==> config.mk <==
export PLATFORM = sky130hd
export DESIGN_NAME = button_panel_mode_controller
export DESIGN_NICKNAME = d
export VERILOG_FILES = /design/src/hdl/bpm_pkg.sv /design/src/hdl/button_panel_mode_controller.sv /design/src/hdl/bpm_button.sv
export SDC_FILE = /design/constraint.sdc
export NUM_CORES = 1
export LEC_CHECK = 0
export BUFFER_PORTS_ARGS = -buffer_cell sky130_fd_sc_hd__buf_2
export CORE_MARGIN = 4
export CORE_UTILIZATION = 50
export DETAILED_ROUTE_END_ITERATION = 6
export PLACE_DENSITY = 0.65
export SYNTH_ARGS = -nofsm -noshare
export SYNTH_HDL_FRONTEND = slang
export SYNTH_SLANG_ARGS = --single-unit
==> constraint.sdc <==
create_clock -name i_clk -period 7.6 [get_ports i_clk]
set_clock_uncertainty 0.2 [all_clocks]
set_input_delay 0 -clock i_clk [delete_from_list [all_inputs] [get_ports i_clk]]
set_output_delay 0 -clock i_clk [all_outputs]
set_load 0.01 [all_outputs]
==> src/hdl/bpm_pkg.sv <==
// Package for the button panel mode controller: payload structs, counter widths,
// register indexes and button phase codes. Used by bpm_button and the top level.
`timescale 1ns / 1ps
`default_nettype none

package bpm_pkg;

    localparam int COUNT_WIDTH = 16;
    localparam int CODE_STEPS  = 8;
    localparam int TIMER_WIDTH = 20;
    localparam int CFG_WIDTH   = 16;
    localparam int CMP_WIDTH   = (COUNT_WIDTH > CFG_WIDTH) ? COUNT_WIDTH : CFG_WIDTH;
    localparam int CODE_WIDTH  = 3;
    localparam int STEP_WIDTH  = 5;

    localparam logic [CMP_WIDTH-1:0] DEBOUNCE_RESET = CMP_WIDTH'(50);
    localparam logic [CFG_WIDTH-1:0] HOLD_RESET     = CFG_WIDTH'(100);
    localparam logic [TIMER_WIDTH-1:0] REVERT_RESET = TIMER_WIDTH'(10000);

    localparam int IDX_WIDTH = 3;
    localparam logic [IDX_WIDTH-1:0] REG_DEBOUNCE  = 3'd0;
    localparam logic [IDX_WIDTH-1:0] REG_UP_HOLD   = 3'd1;
    localparam logic [IDX_WIDTH-1:0] REG_DOWN_HOLD = 3'd2;
    localparam logic [IDX_WIDTH-1:0] REG_MODE_HOLD = 3'd3;
    localparam logic [IDX_WIDTH-1:0] REG_REVERT    = 3'd4;

    localparam logic [1:0] PHASE_IDLE         = 2'd0;
    localparam logic [1:0] PHASE_WAIT_RELEASE = 2'd3;

    typedef logic [COUNT_WIDTH-1:0] t_count;
    typedef logic [CFG_WIDTH-1:0]   t_cfg;
    typedef logic [TIMER_WIDTH-1:0] t_timer;
    typedef logic [CODE_WIDTH-1:0]  t_code;

    typedef struct packed {
        logic       raw_up;
        logic       raw_down;
        logic       raw_mode;
        logic [5:0] stored_setting;
    } t_in;

    typedef struct packed {
        logic [2:0] up_code;
        logic [2:0] down_code;
        logic       local_mode;
        logic       codes_updated;
    } t_out;

    // Saturating increment of a debounce or hold counter.
    function automatic t_count sat_inc(input t_count v);
        sat_inc = (v == {COUNT_WIDTH{1'b1}}) ? v : v + t_count'(1);
    endfunction

    // Counter above a 16-bit threshold, compared at the wider of the two widths.
    function automatic logic above(input t_count v, input t_cfg thr);
        above = CMP_WIDTH'(v) > CMP_WIDTH'(thr);
    endfunction

endpackage

`default_nettype wire

==> src/hdl/button_panel_mode_controller.sv <==
// Top level of the button panel mode controller: config registers, mode and code
// state, idle revert timer and a two-entry output stage. Uses bpm_pkg and bpm_button.
`timescale 1ns / 1ps
`default_nettype none

// Each input transaction is one millisecond tick carrying the raw up, down and mode
// levels (1 open) and the stored setting word; each produces exactly one result with
// the two 3-bit codes, the local/remote flag and a codes-updated flag. A tick is
// processed by combinational logic feeding the result register, so one transaction
// is accepted per clock while the skid entry is empty; the two-entry output stage lets
// one more transaction in after the output stalls. Configuration writes must be made
// while the block is idle; unknown register indexes are ignored.
module button_panel_mode_controller (
    input  wire                                  i_clk,
    input  wire                                  i_rst_n,
    input  wire                                  i_in_valid,
    output logic                                 o_in_ready,
    input  wire  bpm_pkg::t_in                   i_in_data,
    output logic                                 o_out_valid,
    input  wire                                  i_out_ready,
    output bpm_pkg::t_out                        o_out_data,
    input  wire                                  i_cfg_valid,
    output logic                                 o_cfg_ready,
    input  wire  [bpm_pkg::IDX_WIDTH-1:0]        i_cfg_index,
    input  wire  [bpm_pkg::TIMER_WIDTH-1:0]      i_cfg_data
);

    bpm_pkg::t_cfg    r_debounce, r_up_hold, r_down_hold, r_mode_hold;
    bpm_pkg::t_timer  r_revert;

    bpm_pkg::t_timer  r_timer, n_timer;
    logic             r_arm, n_arm;
    logic             r_local, n_local;
    bpm_pkg::t_code   r_up, n_up;
    bpm_pkg::t_code   r_down, n_down;
    logic             n_updated;

    bpm_pkg::t_out    r_out, r_skid, result;
    logic             r_out_valid, r_skid_valid;

    logic             accept;
    logic             fire_up, fire_down, fire_mode;
    bpm_pkg::t_code   stored_up, stored_down;

    function automatic bpm_pkg::t_code advance(input bpm_pkg::t_code v);
        logic [bpm_pkg::STEP_WIDTH-1:0] s;
        s = bpm_pkg::STEP_WIDTH'(v) + bpm_pkg::STEP_WIDTH'(1);
        if (s >= bpm_pkg::STEP_WIDTH'(bpm_pkg::CODE_STEPS)) begin
            s = '0;
        end
        advance = s[bpm_pkg::CODE_WIDTH-1:0];
    endfunction

    assign o_in_ready  = !r_skid_valid;
    assign o_cfg_ready = 1'b1;
    assign accept      = i_in_valid && o_in_ready;
    assign o_out_valid = r_out_valid;
    assign o_out_data  = r_out;
    assign stored_up   = i_in_data.stored_setting[5:3];
    assign stored_down = i_in_data.stored_setting[2:0];

    bpm_button u_up (
        .i_clk      (i_clk),
        .i_rst_n    (i_rst_n),
        .i_tick     (accept),
        .i_raw      (i_in_data.raw_up),
        .i_debounce (r_debounce),
        .i_hold     (r_up_hold),
        .o_fire     (fire_up)
    );

    bpm_button u_down (
        .i_clk      (i_clk),
        .i_rst_n    (i_rst_n),
        .i_tick     (accept),
        .i_raw      (i_in_data.raw_down),
        .i_debounce (r_debounce),
        .i_hold     (r_down_hold),
        .o_fire     (fire_down)
    );

    bpm_button u_mode (
        .i_clk      (i_clk),
        .i_rst_n    (i_rst_n),
        .i_tick     (accept),
        .i_raw      (i_in_data.raw_mode),
        .i_debounce (r_debounce),
        .i_hold     (r_mode_hold),
        .o_fire     (fire_mode)
    );

    always_comb begin
        n_arm     = 1'b0;
        n_timer   = r_arm ? '0 :
                    ((r_timer == {bpm_pkg::TIMER_WIDTH{1'b1}}) ? r_timer
                                                               : r_timer + bpm_pkg::t_timer'(1));
        n_local   = r_local;
        n_up      = r_up;
        n_down    = r_down;
        n_updated = 1'b0;

        if (n_timer > r_revert && r_local) begin
            n_local   = 1'b0;
            n_up      = stored_up;
            n_down    = stored_down;
            n_updated = 1'b1;
        end

        // Fires in remote mode still restart the idle timer.
        if (fire_up) begin
            n_arm = 1'b1;
            if (n_local) begin
                n_up      = advance(n_up);
                n_updated = 1'b1;
            end
        end
        if (fire_down) begin
            n_arm = 1'b1;
            if (n_local) begin
                n_down    = advance(n_down);
                n_updated = 1'b1;
            end
        end
        if (fire_mode) begin
            n_arm = 1'b1;
            if (n_local) begin
                n_local   = 1'b0;
                n_up      = stored_up;
                n_down    = stored_down;
                n_updated = 1'b1;
            end else begin
                n_local = 1'b1;
            end
        end

        result.up_code       = n_up;
        result.down_code     = n_down;
        result.local_mode    = n_local;
        result.codes_updated = n_updated;
    end

    always_ff @(posedge i_clk) begin
        if (!i_rst_n) begin
            r_debounce  <= bpm_pkg::DEBOUNCE_RESET[bpm_pkg::CFG_WIDTH-1:0];
            r_up_hold   <= bpm_pkg::HOLD_RESET;
            r_down_hold <= bpm_pkg::HOLD_RESET;
            r_mode_hold <= bpm_pkg::HOLD_RESET;
            r_revert    <= bpm_pkg::REVERT_RESET;
        end else if (i_cfg_valid) begin
            unique case (i_cfg_index)
                bpm_pkg::REG_DEBOUNCE:  r_debounce  <= i_cfg_data[bpm_pkg::CFG_WIDTH-1:0];
                bpm_pkg::REG_UP_HOLD:   r_up_hold   <= i_cfg_data[bpm_pkg::CFG_WIDTH-1:0];
                bpm_pkg::REG_DOWN_HOLD: r_down_hold <= i_cfg_data[bpm_pkg::CFG_WIDTH-1:0];
                bpm_pkg::REG_MODE_HOLD: r_mode_hold <= i_cfg_data[bpm_pkg::CFG_WIDTH-1:0];
                bpm_pkg::REG_REVERT:    r_revert    <= i_cfg_data;
                default: begin
                end
            endcase
        end
    end

    always_ff @(posedge i_clk) begin
        if (!i_rst_n) begin
            r_timer <= '0;
            r_arm   <= 1'b0;
            r_local <= 1'b0;
            r_up    <= '0;
            r_down  <= '0;
        end else if (accept) begin
            r_timer <= n_timer;
            r_arm   <= n_arm;
            r_local <= n_local;
            r_up    <= n_up;
            r_down  <= n_down;
        end
    end

    // Output register with a skid entry behind it; input stalls only when the skid is full.
    always_ff @(posedge i_clk) begin
        if (!i_rst_n) begin
            r_out_valid  <= 1'b0;
            r_skid_valid <= 1'b0;
        end else if (!r_out_valid || i_out_ready) begin
            if (r_skid_valid) begin
                r_out        <= r_skid;
                r_out_valid  <= 1'b1;
                r_skid_valid <= 1'b0;
            end else begin
                r_out       <= result;
                r_out_valid <= accept;
            end
        end else if (accept) begin
            r_skid       <= result;
            r_skid_valid <= 1'b1;
        end
    end

    assert property (@(posedge i_clk) disable iff (!i_rst_n)
        r_skid_valid |-> r_out_valid)
        else $error("skid entry held while output register is empty");

    assert property (@(posedge i_clk) disable iff (!i_rst_n)
        r_out_valid && !i_out_ready |=> r_out_valid)
        else $error("stalled result dropped");

    assert property (@(posedge i_clk) disable iff (!i_rst_n)
        accept && !n_updated |-> (n_up == r_up) && (n_down == r_down))
        else $error("codes changed without codes_updated");

    assert property (@(posedge i_clk) disable iff (!i_rst_n)
        accept && r_arm |=> r_timer == '0)
        else $error("idle timer not restarted after a fire");

endmodule

`default_nettype wire

==> src/hdl/bpm_button.sv <==
// One button of the panel: debounce of the raw level, hold detection and release wait.
// Depends on bpm_pkg for counter types and phase codes.
`timescale 1ns / 1ps
`default_nettype none

module bpm_button (
    input  wire                i_clk,
    input  wire                i_rst_n,
    input  wire                i_tick,
    input  wire                i_raw,
    input  wire bpm_pkg::t_cfg i_debounce,
    input  wire bpm_pkg::t_cfg i_hold,
    output logic               o_fire
);

    logic                 r_last_raw, n_last_raw;
    logic                 r_clean, n_clean;
    bpm_pkg::t_count      r_stable, n_stable;
    logic [1:0]           r_phase, n_phase;
    bpm_pkg::t_count      r_press, n_press;
    bpm_pkg::t_count      r_release, n_release;
    bpm_pkg::t_count      press_inc;
    bpm_pkg::t_count      release_inc;

    always_comb begin
        n_last_raw = i_raw;
        n_stable   = (i_raw != r_last_raw) ? '0 : bpm_pkg::sat_inc(r_stable);
        n_clean    = bpm_pkg::above(n_stable, i_debounce) ? i_raw : r_clean;
        n_phase    = r_phase;
        n_press    = r_press;
        n_release  = r_release;
        o_fire     = 1'b0;
        press_inc  = bpm_pkg::sat_inc(r_press);

        // Any phase code other than wait-release behaves as idle.
        if (r_phase != bpm_pkg::PHASE_WAIT_RELEASE) begin
            if (n_clean) begin
                n_press = '0;
            end else if (bpm_pkg::above(press_inc, i_hold)) begin
                o_fire    = 1'b1;
                n_phase   = bpm_pkg::PHASE_WAIT_RELEASE;
                n_press   = '0;
                n_release = '0;
            end else begin
                n_press = press_inc;
            end
        end

        // The release check sees the phase as left by the press check.
        release_inc = bpm_pkg::sat_inc(n_release);
        if (n_phase == bpm_pkg::PHASE_WAIT_RELEASE) begin
            if (!n_clean) begin
                n_release = '0;
            end else if (bpm_pkg::above(release_inc, i_hold)) begin
                n_phase   = bpm_pkg::PHASE_IDLE;
                n_release = '0;
                n_press   = '0;
            end else begin
                n_release = release_inc;
            end
        end
    end

    always_ff @(posedge i_clk) begin
        if (!i_rst_n) begin
            r_last_raw <= 1'b0;
            r_clean    <= 1'b1;
            r_stable   <= '0;
            r_phase    <= bpm_pkg::PHASE_IDLE;
            r_press    <= '0;
            r_release  <= '0;
        end else if (i_tick) begin
            r_last_raw <= n_last_raw;
            r_clean    <= n_clean;
            r_stable   <= n_stable;
            r_phase    <= n_phase;
            r_press    <= n_press;
            r_release  <= n_release;
        end
    end

    assert property (@(posedge i_clk) disable iff (!i_rst_n)
        i_tick && o_fire |=> r_phase == bpm_pkg::PHASE_WAIT_RELEASE)
        else $error("button fired without entering wait-release");

    assert property (@(posedge i_clk) disable iff (!i_rst_n)
        r_phase == bpm_pkg::PHASE_WAIT_RELEASE |-> r_press == '0)
        else $error("press count running during wait-release");

    assert property (@(posedge i_clk) disable iff (!i_rst_n)
        !r_clean |-> r_release == '0)
        else $error("release count running while pressed");

endmodule

`default_nettype wire
=== Word-level counts from Yosys, hierarchy flattened ===
Index checks and enable logic that the tools add are counted.

* Output and inout bits: 11
* Input port bits: 37
* Logic and storage cells: 208
* Bits in registers: 286

* Bitwise operators: 2
* $lt $le $gt $ge: 12
* $add $sub $neg: 12
* Reduce and logical (&&, ||, !) cells: 14
* Equality and inequality tests: 23
* Mux-type cells: 107

{| class="wikitable"
|+ Operator list
! operator !! number
|-
| 16-bit 2-to-1 mux || 48
|-
| 16-bit by 1-bit adder with 16-bit output (second input constant) || 9
|-
| 16-bit == test (second input constant) || 9
|-
| 16-bit > comparator || 9
|-
| 20-bit 2-to-1 mux || 2
|-
| 2-bit 2-to-1 mux || 18
|-
| 3-bit 2-to-1 mux || 12
|-
| 1-bit 2-to-1 mux || 26
|-
| 20-bit by 1-bit adder with 20-bit output (second input constant) || 1
|-
| 20-bit == test (second input constant) || 1
|-
| 20-bit > comparator || 1
|-
| 2-bit AND reduction || 6
|-
| 3-bit by 1-bit adder with 4-bit output (second input constant) || 2
|-
| 4-bit >= comparator (second input constant) || 2
|-
| 8-bit 2-to-1 mux || 1
|-
| 2-bit == test (second input constant) || 3
|-
| 3-bit by 2-bit == test with 1-bit output (second input constant) || 2
|-
| 2-bit != test (second input constant) || 3
|-
| 3-bit by 1-bit == test with 1-bit output (second input constant) || 1
|-
| 3-bit == test (second input constant) || 1
|-
| 3-bit zero test || 1
|-
| 1-bit != test || 3
|-
| 3-bit AND reduction || 1
|-
| 1-bit logical AND || 2
|-
| 4 further kinds || 6
|}

=== Longest topological paths before layout ===
Gate-level depths: netlist (run 1).

* Depth in word-level cells: 14
* Mapped depth: 38
* Gate-level depth less buffers: 33

=== Cells and area by module ===
Synthesis (run 1) repeated with hierarchy kept, for this count alone.

* Cell total of the unflattened synthesis: 2603
* Area, all modules: 20139.3 sq um

{| class="wikitable"
|+ By module, submodules not included
! module !! seq. area each (sq um) !! area an instance (sq um) !! cells an instance !! instances
|-
| button_panel_mode_controller || 2762.6 || 6291.0 || 779 || 1
|-
| bpm_button (u_up) || 1041.0 || 4772.1 || 617 || 1
|-
| bpm_button (u_mode) || 1041.0 || 4600.7 || 614 || 1
|-
| bpm_button (u_down) || 1041.0 || 4475.5 || 593 || 1
|}

=== Worst setup path before layout (run 1) ===
Ideal clock, no wire load.

* Path kind: reg2reg
* Start point: register u_mode.r_press[0]
* End point: register u_mode.r_press[12]
* Data arrival time: 7409 ps
* Path slack: -125 ps
* Cell stages (with the launch flop): 33
* Cell sequence: dfxtp_1 ha_1 nand3_1 nor3_1 and3_1 clkbuf_1 nor2_1 and2_1 xnor2_1 ha_1 nand4_1 a2111o_1 a31oi_1 nand4_2 clkbuf_1 and2_1 ha_1 nand3_1 nor3_1 nand3_1 nor2_1 or3_1 or4b_4 xnor2_1 nor2_1 ha_1 nand2_1 nor4_1 a221oi_1 a221oi_1 a31oi_1 buf_2 a22o_1

* Cells in the longest elaborated chain, start to end: 12
* Elaborated cells between the ends (all ways): 21
* Those cells by class: add/sub (2); order compare (2); eq/ne (3); mux (14)

{| class="wikitable"
|+ RTL lines
! what !! line !! source
|-
| start: declaration || bpm_button.sv:20 || <nowiki>bpm_pkg::t_count r_press, n_press;</nowiki>
|-
| start signal: assignment || bpm_button.sv:77 || <nowiki>r_press <= n_press;</nowiki>
|-
| 16-bit by 1-bit adder with 16-bit output or 16-bit == test (tied branches) || bpm_pkg.sv:51 || <nowiki>sat_inc = (v == {COUNT_WIDTH{1'b1}}) ? v : v + t_count'(1);</nowiki>
|-
| 16-bit 2-to-1 mux * || bpm_pkg.sv:51 ||
|-
| 16-bit > comparator || bpm_pkg.sv:56 || <nowiki>above = CMP_WIDTH'(v) > CMP_WIDTH'(thr);</nowiki>
|-
| 16-bit 2-to-1 mux || bpm_button.sv:39 || <nowiki>end else if (bpm_pkg::above(press_inc, i_hold)) begin</nowiki>
|-
| 16-bit 2-to-1 mux || bpm_button.sv:37 || <nowiki>if (n_clean) begin</nowiki>
|-
| 16-bit 2-to-1 mux || bpm_button.sv:36 || <nowiki>if (r_phase != bpm_pkg::PHASE_WAIT_RELEASE) begin</nowiki>
|-
| 16-bit by 1-bit adder with 16-bit output or 16-bit == test (tied branches) || bpm_pkg.sv:51 ||
|-
| 16-bit 2-to-1 mux || bpm_pkg.sv:51 ||
|-
| 16-bit > comparator || bpm_pkg.sv:56 ||
|-
| 16-bit 2-to-1 mux || bpm_button.sv:54 || <nowiki>end else if (bpm_pkg::above(release_inc, i_hold)) begin</nowiki>
|-
| 16-bit 2-to-1 mux || bpm_button.sv:52 || <nowiki>if (!n_clean) begin</nowiki>
|-
| 16-bit 2-to-1 mux * || bpm_button.sv:51 || <nowiki>if (n_phase == bpm_pkg::PHASE_WAIT_RELEASE) begin</nowiki>
|}

Every way passes the cells marked *; elsewhere a longest branch is shown, timed or not.
A chain may end at the register's enable or synchronous reset.

=== Worst setup path in the final report (run 1) ===
* Start point: register u_down.r_stable[0]
* End point: register u_down.r_release[8]

* Cells in the longest elaborated chain, start to end: 13
* Elaborated cells between the ends (all ways): 18
* Those cells by class: add/sub (2); order compare (2); eq/ne (3); mux (11)

{| class="wikitable"
|+ RTL lines
! what !! line !! source
|-
| start: declaration || bpm_button.sv:18 || <nowiki>bpm_pkg::t_count r_stable, n_stable;</nowiki>
|-
| start signal: assignment || bpm_button.sv:75 || <nowiki>r_stable <= n_stable;</nowiki>
|-
| 16-bit by 1-bit adder with 16-bit output or 16-bit == test (tied branches) || bpm_pkg.sv:51 ||
|-
| 16-bit 2-to-1 mux * || bpm_pkg.sv:51 ||
|-
| 16-bit 2-to-1 mux * || bpm_button.sv:27 || <nowiki>n_stable = (i_raw != r_last_raw) ? '0 : bpm_pkg::sat_inc(r_stable);</nowiki>
|-
| via u_down.n_stable[9] || bpm_button.sv:18 ||
|-
| 16-bit > comparator * || bpm_pkg.sv:56 ||
|-
| 1-bit 2-to-1 mux * || bpm_button.sv:28 || <nowiki>n_clean = bpm_pkg::above(n_stable, i_debounce) ? i_raw : r_clean;</nowiki>
|-
| 16-bit 2-to-1 mux || bpm_button.sv:37 ||
|-
| 16-bit 2-to-1 mux || bpm_button.sv:36 ||
|-
| 16-bit by 1-bit adder with 16-bit output or 16-bit == test (tied branches) || bpm_pkg.sv:51 ||
|-
| 16-bit 2-to-1 mux || bpm_pkg.sv:51 ||
|-
| 16-bit > comparator || bpm_pkg.sv:56 ||
|-
| 16-bit 2-to-1 mux || bpm_button.sv:54 ||
|-
| 16-bit 2-to-1 mux || bpm_button.sv:52 ||
|-
| 16-bit 2-to-1 mux * || bpm_button.sv:51 ||
|-
| end signal: assignment || bpm_button.sv:78 || <nowiki>r_release <= n_release;</nowiki>
|-
| end: declaration || bpm_button.sv:21 || <nowiki>bpm_pkg::t_count r_release, n_release;</nowiki>
|}

Mark *: on every way through the listed nets, which the timed path passes. The rest lies on a longest branch.

==> impl_metrics.json, run 1 <==
{
  "status": "finished clean",
  "layout_common_cells": "nand2_1 (404), dfxtp_1 (267), a21oi_1 (250)",
  "overflow": 0,
  "syn_area_per_cell_sq_um": 7.76,
  "rows": 71,
  "root_buffer": "clkbuf_16",
  "tightest_slew_ps": 1110,
  "synth-seq-cells": 286,
  "power.static_leakage_nw": 8.96,
  "start_util": 0.510,
  "r2r_setup_slack_ps": 230,
  "holdWs_ps": 48.1,
  "cp_max_fo": 6,
  "hold_path.class": "in -> reg",
  "synth_area_leader_cell": "dfxtp_1",
  "regArea_sq_um": 5890,
  "critPathSlowestCell": "a2111o_1",
  "multi_input_area_sq_um": 12800,
  "cts_max_path_buffers": 3,
  "synth_edf_count": 16,
  "clock_latency_ps": 540,
  "p_per_area_nw_per_um2": 161,
  "required_ps": 7860,
  "yosysTopAreaCellShare": 0.280,
  "fillCellCount": 3479,
  "synth_area_sq_um": 19300,
  "fin_crit_ps": 7370,
  "ys_seq_area_frac": 0.305,
  "area_growth_pct": 16.5,
  "maxSlewViolCount": 0,
  "syn-num-nets": 2700,
  "top_regs": "r_revert: 20 flops, r_timer: 20 flops",
  "ir_drop_uv": 136,
  "htree_levels": 2,
  "dieHeight_microns": 204,
  "crit_path_start_kind": "flip-flop",
  "setup_viol": 0,
  "synth_top_flop_cell": "dfxtp_1",
  "dr.pass1.iters": 5,
  "critPathKind": "reg -> reg",
  "io_buffers": 46,
  "yosys-top-cells-area": "dfxtp_1 (28%), ha_1 (11%), nand2_1 (7.9%)",
  "drt-initial-drc-count": 1349,
  "dr_total_vias": 18900,
  "cts_tree": "built",
  "drive_gt1_frac": 0.121,
  "slew_headroom": 0.257,
  "grt_max_degree": 67,
  "cpPeakStageDelay_ps": 430,
  "design.core.area_sq_um": 37800,
  "numCtsBuffers": 34,
  "grt_pass1_wl_microns": 92200,
  "vias_per_cell": 6.00,
  "power_w": 0.00362,
  "yosysWarnings": 0,
  "fp.dieW_microns": 204,
  "grt_pass1_vias": 17700,
  "maxCapViolCount": 0,
  "grt.total_usage": 0.268,
  "synth.distinct_cells": 92,
  "die_area_sq_um": 41800,
  "num_io_pins": 48,
  "crit_arrival_ps": 7640,
  "syn_inst": 2487,
  "wl_microns": 58200,
  "ant_nets": 0,
  "finalWeightedCongestion": 0.915,
  "wire_per_inst_microns": 18.5,
  "end_kind": "flip-flop",
  "synthArstFlopShare": 0,
  "fin_nets": 2820,
  "final_common_cell": "nand2_1",
  "hpwl_microns": 41100,
  "finalHoldViolCount": 0,
  "fmax_ghz": 0.136,
  "cts.sink_count": 286,
  "drc_errors": 0,
  "period_share": 0.970,
  "clkTransAtPathRegs_ps": 60,
  "antenna_found_initial": 1
}
[path summary, 6_finish.rpt]
kind	to	startpoint	depth (start not counted)
setup / recovery	u_down.r_release[8]	u_down.r_stable[0]	31
hold / removal	r_up_hold[6]	i_cfg_valid	5
setup reg to reg	u_down.r_release[8]	u_down.r_stable[0]	31
hold reg to reg	r_revert[14]	r_revert[14]	2
[power by group]
group          switching [W]  leakage (nW)  internal [W]
sequential         0.0000281          2.34       0.00154
combinational       0.000213          6.04      0.000108
clock               0.000668         0.582       0.00106
[Yosys cell counts (7+ instances only)]
library cell,number
nand2_1,407
dfxtp_1,270
o31ai_1,26
nor2b_1,19
or2_2,9
and3_1,42
o21ai_0,72
a21boi_0,9
and4_1,24
mux2_2,12
ha_1,176
nand3_1,91
nor3_1,50
xor2_1,58
o21a_1,12
a31oi_1,52
a21oi_1,255
o221ai_1,9
edfxtp_1,16
buf_2,19
and2_1,28
a211oi_1,24
a41oi_1,7
o211ai_1,31
nand2b_1,13
a22o_1,36
nor2_1,176
a221oi_1,7
xnor2_1,55
a21o_1,24
mux2i_1,12
inv_1,127
a22oi_1,10
nand4_1,71
clkbuf_1,82
nor4_1,17
or3_1,13
[metrics by stage]
stage	area [sq um]	setup slack [ps]	util	TNS (ps)	cells
after detailed placement	20400	-258	0.538	-3340	3020
after floorplan	19300	26.0	-	0	2487
after global routing	22500	-82.0	0.594	-1230	3144
after CTS	22000	8.47	0.581	0	3123
after global placement	20400	-9.91	0.538	-9.91	3020
final	22500	226	0.594	0	3144
[cell type report]
type                       count  area share
multi-input combinational   1960       0.569
timing repair buffer         196      0.0660
tap                          511      0.0285
clock inverter                12     0.00713
clock buffer                  49      0.0450
inverter                     129      0.0217
sequential                   286       0.262
antenna                        1    0.000111
[cell families after synthesis]
family	Yosys count	share of synthesized area
compound gates	641	0.213
xor+xnor	113	0.0513
fa+ha+maj	176	0.114
buf+inv	241	0.0499
flops	286	0.305
mux	24	0.0132
other cells	1	0.000194
simple gates	1005	0.253
[critical path, delay by kind of cell, from the launching register on]
family | cells | cell delay [ps]
AOI/OAI and AO/OA | 6 | 1700
xor gates and xnor gates | 2 | 330
adders and majority gates | 4 | 1020
and+or+nand+nor | 17 | 3310
buffers and inverters | 2 | 390
DFF | 1 | 340
[timing repair]
action,4_1_cts,5_1_grt
setup endpoints to repair,47,102
endpoints found under the hold margin,134,0
buffers inserted,1,18
cloned,0,2
resized for setup,6,72
pin swaps,2,23
hold buffers,41,0
[layer usage]
layer,vias up,GRT usage,share of wire
li1,9224,-,-
met4,0,0.0943,0.031
met2,586,0.436,0.46
met1,8935,0.364,0.45
met3,129,0.0403,0.063
met5,-,0,0
(Power assumes the default switching activity.)
==> inputs of run 2 (changes only) <==
--- a/config.mk
+++ b/config.mk
@@ -6,7 +6,7 @@
 export NUM_CORES = 1
 export LEC_CHECK = 0
 export BUFFER_PORTS_ARGS = -buffer_cell sky130_fd_sc_hd__buf_2
-export CORE_MARGIN = 4
+export CORE_MARGIN = 2
 export CORE_UTILIZATION = 50
 export DETAILED_ROUTE_END_ITERATION = 6
 export PLACE_DENSITY = 0.65
==> impl_metrics.json, run 2 (same netlist as run 1, synthesis figures left out) <==
{
  "fmax_ghz": 0.136,
  "globalRoute.busiestLayer": "met2",
  "vias_per_cell": 6.07,
  "regArea_sq_um": 5900,
  "cts.sink_count": 286,
  "setup_viol": 0,
  "layout_common_cells": "nand2_1 (405), dfxtp_1 (262), a21oi_1 (250)",
  "fin_setup_tns_ps": 0,
  "num_io_pins": 48,
  "io_buffers": 46,
  "r2r_setup_slack_ps": 260,
  "critPathKind": "reg -> reg",
  "grt_pass1_vias": 17600,
  "top_regs": "r_revert: 20 flops, r_timer: 20 flops",
  "end_kind": "flip-flop",
  "drt-initial-drc-count": 1483,
  "hpwl_microns": 40900,
  "status": "finished clean",
  "share_comb_of_total_power": 0.087,
  "wire_per_inst_microns": 18.8,
  "dr_total_vias": 18900,
  "grtUsageMet2": 0.460,
  "met1_usage": 0.379,
  "crit_arrival_ps": 7580,
  "ir_drop_uv": 181,
  "root_buffer": "clkbuf_16",
  "grt_pass1_wl_microns": 92500,
  "clock_latency_ps": 550,
  "fp.dieW_microns": 200,
  "fin_crit_ps": 7340,
  "tightest_slew_ps": 1200,
  "hold_path.class": "in -> reg",
  "crit_cells": 35,
  "dr.pass1.iters": 7,
  "power_switching_w": 0.000961,
  "area_growth_pct": 16.1,
  "ant_nets": 0,
  "finalWeightedCongestion": 0.917,
  "numCtsBuffers": 36,
  "period_share": 0.966,
  "antenna_found_initial": 0,
  "rows": 71,
  "worstReg2RegEnd": "u_up.r_release[0]",
  "maxCapViolCount": 0,
  "crit_top_cell": "ha_1",
  "power.static_leakage_nw": 8.88,
  "design.core.area_sq_um": 37800,
  "dieHeight_microns": 200,
  "startpoint": "u_up.r_stable[0]",
  "multi_input_area_sq_um": 12900,
  "critPathSlowestCell": "or4_4",
  "final_common_cell": "nand2_1",
  "grt.total_usage": 0.279,
  "cts_tree": "built",
  "cpPeakStageDelay_ps": 460,
  "htree_levels": 2,
  "wl_microns": 58500,
  "start_util": 0.510,
  "cp-endpoint": "u_up.r_release[0]",
  "crit_path_start_kind": "flip-flop",
  "grt_max_degree": 80,
  "pwr-share-clk": 0.489,
  "timing.rr.start": "u_up.r_stable[0]",
  "fillCellCount": 3468,
  "finalHoldViolCount": 0,
  "slew_headroom": 0.197,
  "post-place-ws_ps": -110,
  "p_seq_frac": 0.423,
  "n_antenna_cell": 0,
  "rr_worst_depth": 35,
  "swShare": 0.260,
  "overflow": 0,
  "use_met3": 0.0347,
  "maxSlewViolCount": 0,
  "drc_errors": 0,
  "clkTransAtPathRegs_ps": 60,
  "crit_family": "simple AND/OR/NAND/NOR gates",
  "cp_max_fo": 9,
  "required_ps": 7830,
  "fin_ws_ps": 255,
  "cts_max_path_buffers": 3,
  "p_per_area_nw_per_um2": 165,
  "drive_gt1_frac": 0.119,
  "p_int_w": 0.00274,
  "path_buf_inv": 4,
  "fin_nets": 2793,
  "die_area_sq_um": 40200
}
## run 2: changes by cell type in the layout (fill, tap and decap cells not counted), moves of 3 or more
| cell | before | now |
|---|---|---|
| buf_4 | 104 | 77 |
| nor4_2 | 9 | 6 |
| dfxtp_2 | 2 | 6 |
| nor4_4 | 5 | 9 |
| clkinv_2 | 8 | 4 |
| dfxtp_1 | 267 | 262 |
| clkinvlp_4 | 0 | 5 |
## run 2: area by class of cell
| class | instances | share of cell area |
|---|---|---|
| multi-input combinational | 1960 | 0.575 |
| inverter | 129 | 0.0217 |
| clock buffer | 50 | 0.0462 |
| tap | 511 | 0.0285 |
| clock inverter | 16 | 0.00888 |
| timing repair buffer | 167 | 0.0562 |
| sequential | 286 | 0.263 |
## run 2: worst min path at each step
stage | depth (start not counted) | from | slack (ps) | end
after floorplan | 2 | i_cfg_data[10] | -60 | r_debounce[10]
after global placement | 3 | i_cfg_data[17] | 50 | r_revert[17]
after detailed placement | 3 | i_cfg_data[17] | 60 | r_revert[17]
after CTS | 4 | i_cfg_data[17] | 30 | r_revert[17]
after global routing | 4 | i_cfg_data[17] | 70 | r_revert[17]
final | 4 | i_cfg_data[17] | 60 | r_revert[17]
## run 2: metrics by stage
| step | util | total power, W | instances | hold slack (ps) | area [sq um] |
|---|---|---|---|---|---|
| finish | 0.592 | 0.00370 | 3119 | 55.3 | 22400 |
| floorplan | - | 0.00177 | 2487 | -64.0 | 19300 |
| global placement | 0.533 | 0.00188 | 2993 | 47.5 | 20200 |
| global route | 0.592 | 0.00382 | 3119 | 67.5 | 22400 |
| detailed placement | 0.533 | 0.00189 | 2993 | 57.3 | 20200 |
| CTS | 0.578 | 0.00371 | 3099 | 33.9 | 21900 |
## run 2: repair_timing
action | in CTS | in global routing
pin swaps | 1 | 32
endpoints found under the setup margin | 33 | 102
gates resized for setup | 9 | 94
gates cloned | 0 | 2
hold endpoints to repair | 129 | 0
buffers inserted | 1 | 18
hold buffers | 39 | 0
## run 2: metal layers
layer,vias up,part of all wire
li1,9179,-
met1,9012,0.45
met2,626,0.46
met3,119,0.060
met4,0,0.031
met5,-,0
## run 2: power groups by stage
stage | clock, W | sequential (W) | combinational (W)
after global routing | 0.00190 | 0.00157 | 0.000353
after CTS | 0.00184 | 0.00156 | 0.000308
final | 0.00181 | 0.00156 | 0.000323
after global placement | 0 | 0.00160 | 0.000284
after floorplan | 0 | 0.00159 | 0.000184
after detailed placement | 0 | 0.00160 | 0.000291
## run 2: tightest hold or removal path, cell delays in order
cell	delay [ps]
dlygate4sd3_1	540
buf_2	120
nand2_1	50
a21oi_1	50
==> inputs of run 3 (changes only) <==
--- a/config.mk
+++ b/config.mk
@@ -7,9 +7,9 @@
 export LEC_CHECK = 0
 export BUFFER_PORTS_ARGS = -buffer_cell sky130_fd_sc_hd__buf_2
 export CORE_MARGIN = 2
-export CORE_UTILIZATION = 50
+export CORE_UTILIZATION = 58
 export DETAILED_ROUTE_END_ITERATION = 6
-export PLACE_DENSITY = 0.65
+export PLACE_DENSITY = 0.74
 export SYNTH_ARGS = -nofsm -noshare
 export SYNTH_HDL_FRONTEND = slang
 export SYNTH_SLANG_ARGS = --single-unit
==> impl_metrics.json, run 3 (same netlist as run 1, synthesis figures left out) <==
{
  "status": "finished clean",
  "vias_per_cell": 6.23,
  "maxCapViolCount": 0,
  "overflow": 0,
  "drt-initial-drc-count": 1734,
  "fin_crit_ps": 7290,
  "regArea_sq_um": 5900,
  "design.core.area_sq_um": 32600,
  "swShare": 0.250,
  "power.static_leakage_nw": 8.86,
  "required_ps": 7810,
  "dr.pass1.iters": 5,
  "critPathSlowestCell": "or4_4",
  "end_kind": "flip-flop",
  "crit_arrival_ps": 7500,
  "io_buffers": 46,
  "wire_per_inst_microns": 19.0,
  "tightest_slew_ps": 1260,
  "pwr-share-clk": 0.489,
  "setup_viol": 0,
  "p_int_w": 0.00276,
  "dr_total_vias": 19000,
  "fillCellCount": 2700,
  "p_seq_frac": 0.425,
  "drive_gt1_frac": 0.113,
  "fin_nets": 2792,
  "cts.sink_count": 286,
  "power_switching_w": 0.000922,
  "cpPeakStageDelay_ps": 550,
  "grt_max_degree": 78,
  "dp.cells": 2923,
  "cts_tree": "built",
  "crit_family": "simple AND/OR/NAND/NOR gates",
  "critPathKind": "reg -> reg",
  "clkTransAtPathRegs_ps": 60,
  "drc_errors": 0,
  "layout_common_cells": "nand2_1 (405), dfxtp_1 (262), a21oi_1 (251)",
  "numCtsBuffers": 34,
  "crit_path_start_kind": "flip-flop",
  "grt.total_usage": 0.318,
  "ir_drop_uv": 216,
  "period_share": 0.959,
  "stdcell_count": 3047,
  "fin_ws_ps": 314,
  "maxSlewViolCount": 0,
  "post-place-ws_ps": -104,
  "ant_nets": 0,
  "final_common_cell": "nand2_1",
  "path_buf_inv": 5,
  "area_growth_pct": 15.3,
  "antenna_found_initial": 0,
  "num_io_pins": 48,
  "htree_levels": 2,
  "finalHoldViolCount": 0,
  "p_per_area_nw_per_um2": 166,
  "share_comb_of_total_power": 0.086,
  "die_area_sq_um": 34700,
  "grt_setup_unrepaired": "yes",
  "top_regs": "r_revert: 20 flops, r_timer: 20 flops",
  "start_util": 0.591,
  "multi_input_area_sq_um": 12800,
  "rows": 66,
  "cp_max_fo": 6,
  "wl_microns": 58000,
  "fp.dieW_microns": 186,
  "slew_headroom": 0.152,
  "grt_pass1_vias": 17700,
  "finalWeightedCongestion": 0.936,
  "root_buffer": "clkbuf_16",
  "grt_pass1_wl_microns": 91000,
  "hpwl_microns": 40400,
  "hold_path.class": "in -> reg",
  "crit_top_cell": "buf_4",
  "dieHeight_microns": 186,
  "clock_latency_ps": 520,
  "cts_max_path_buffers": 3,
  "fmax_ghz": 0.137
}
## run 3: path summary, 6_finish.rpt
path                                        from                 to  slack (ps)  depth (start not counted)
worst min-delay path              i_cfg_data[17]       r_revert[17]          90                          4
worst max-delay path            u_up.r_stable[6]  u_up.r_release[9]         310                         35
worst min register to register    r_mode_hold[3]     r_mode_hold[3]         260                          2
worst max register to register  u_up.r_stable[6]  u_up.r_release[9]         310                         35
## run 3: power groups by stage
stage	registers, W	logic (W)	clock network [W]
2_1_floorplan	0.00159	0.000184	0
3_3_place_gp	0.00160	0.000275	0
3_5_place_dp	0.00160	0.000284	0
4_1_cts	0.00157	0.000304	0.00181
5_1_grt	0.00157	0.000345	0.00188
6_report	0.00157	0.000318	0.00180
## run 3: per-stage QoR
stage | setup TNS [ps] | total power (W) | utilization | instance area (sq um) | hold WS (ps)
6_report | 0 | 0.00369 | 0.682 | 22200 | 91.2
5_1_grt | -1710 | 0.00379 | 0.682 | 22200 | 109
4_1_cts | -8.47 | 0.00368 | 0.668 | 21800 | 71.1
3_5_place_dp | -470 | 0.00188 | 0.616 | 20100 | 51.7
3_3_place_gp | 0 | 0.00187 | 0.616 | 20100 | 46.9
2_1_floorplan | 0 | 0.00177 | - | 19300 | -64.0
## run 3: routing by layer
layer  track usage  part of all wire
met1         0.411              0.43
met5             0                 0
met4         0.152             0.045
met2         0.524              0.46
met3        0.0444             0.065
## run 3: worst register-to-register path, delay by kind of cell (launching register included)
family	cells	cell delay (ps)
flops	1	410
buf+inv	5	760
simple gates	17	3240
xor+xnor	2	320
compound gates	8	1430
fa+ha+maj	3	830
## run 3: repair_timing
action	4_1_cts	5_1_grt
pin swaps	1	21
cloned	0	2
buffers inserted	1	15
setup endpoints to repair	21	102
gates resized for setup	3	80
hold buffers	44	0
hold endpoints to repair	129	0
## run 3: final cells by class
| cell class | instances | share of cell area |
|---|---|---|
| Inverter | 129 | 0.0219 |
| Sequential cell | 286 | 0.265 |
| Multi-Input combinational cell | 1961 | 0.576 |
| Tap cell | 442 | 0.0249 |
| Clock inverter | 13 | 0.00917 |
| Timing Repair Buffer | 167 | 0.0568 |
| Clock buffer | 48 | 0.0463 |
| Antenna cell | 1 | 0.000113 |
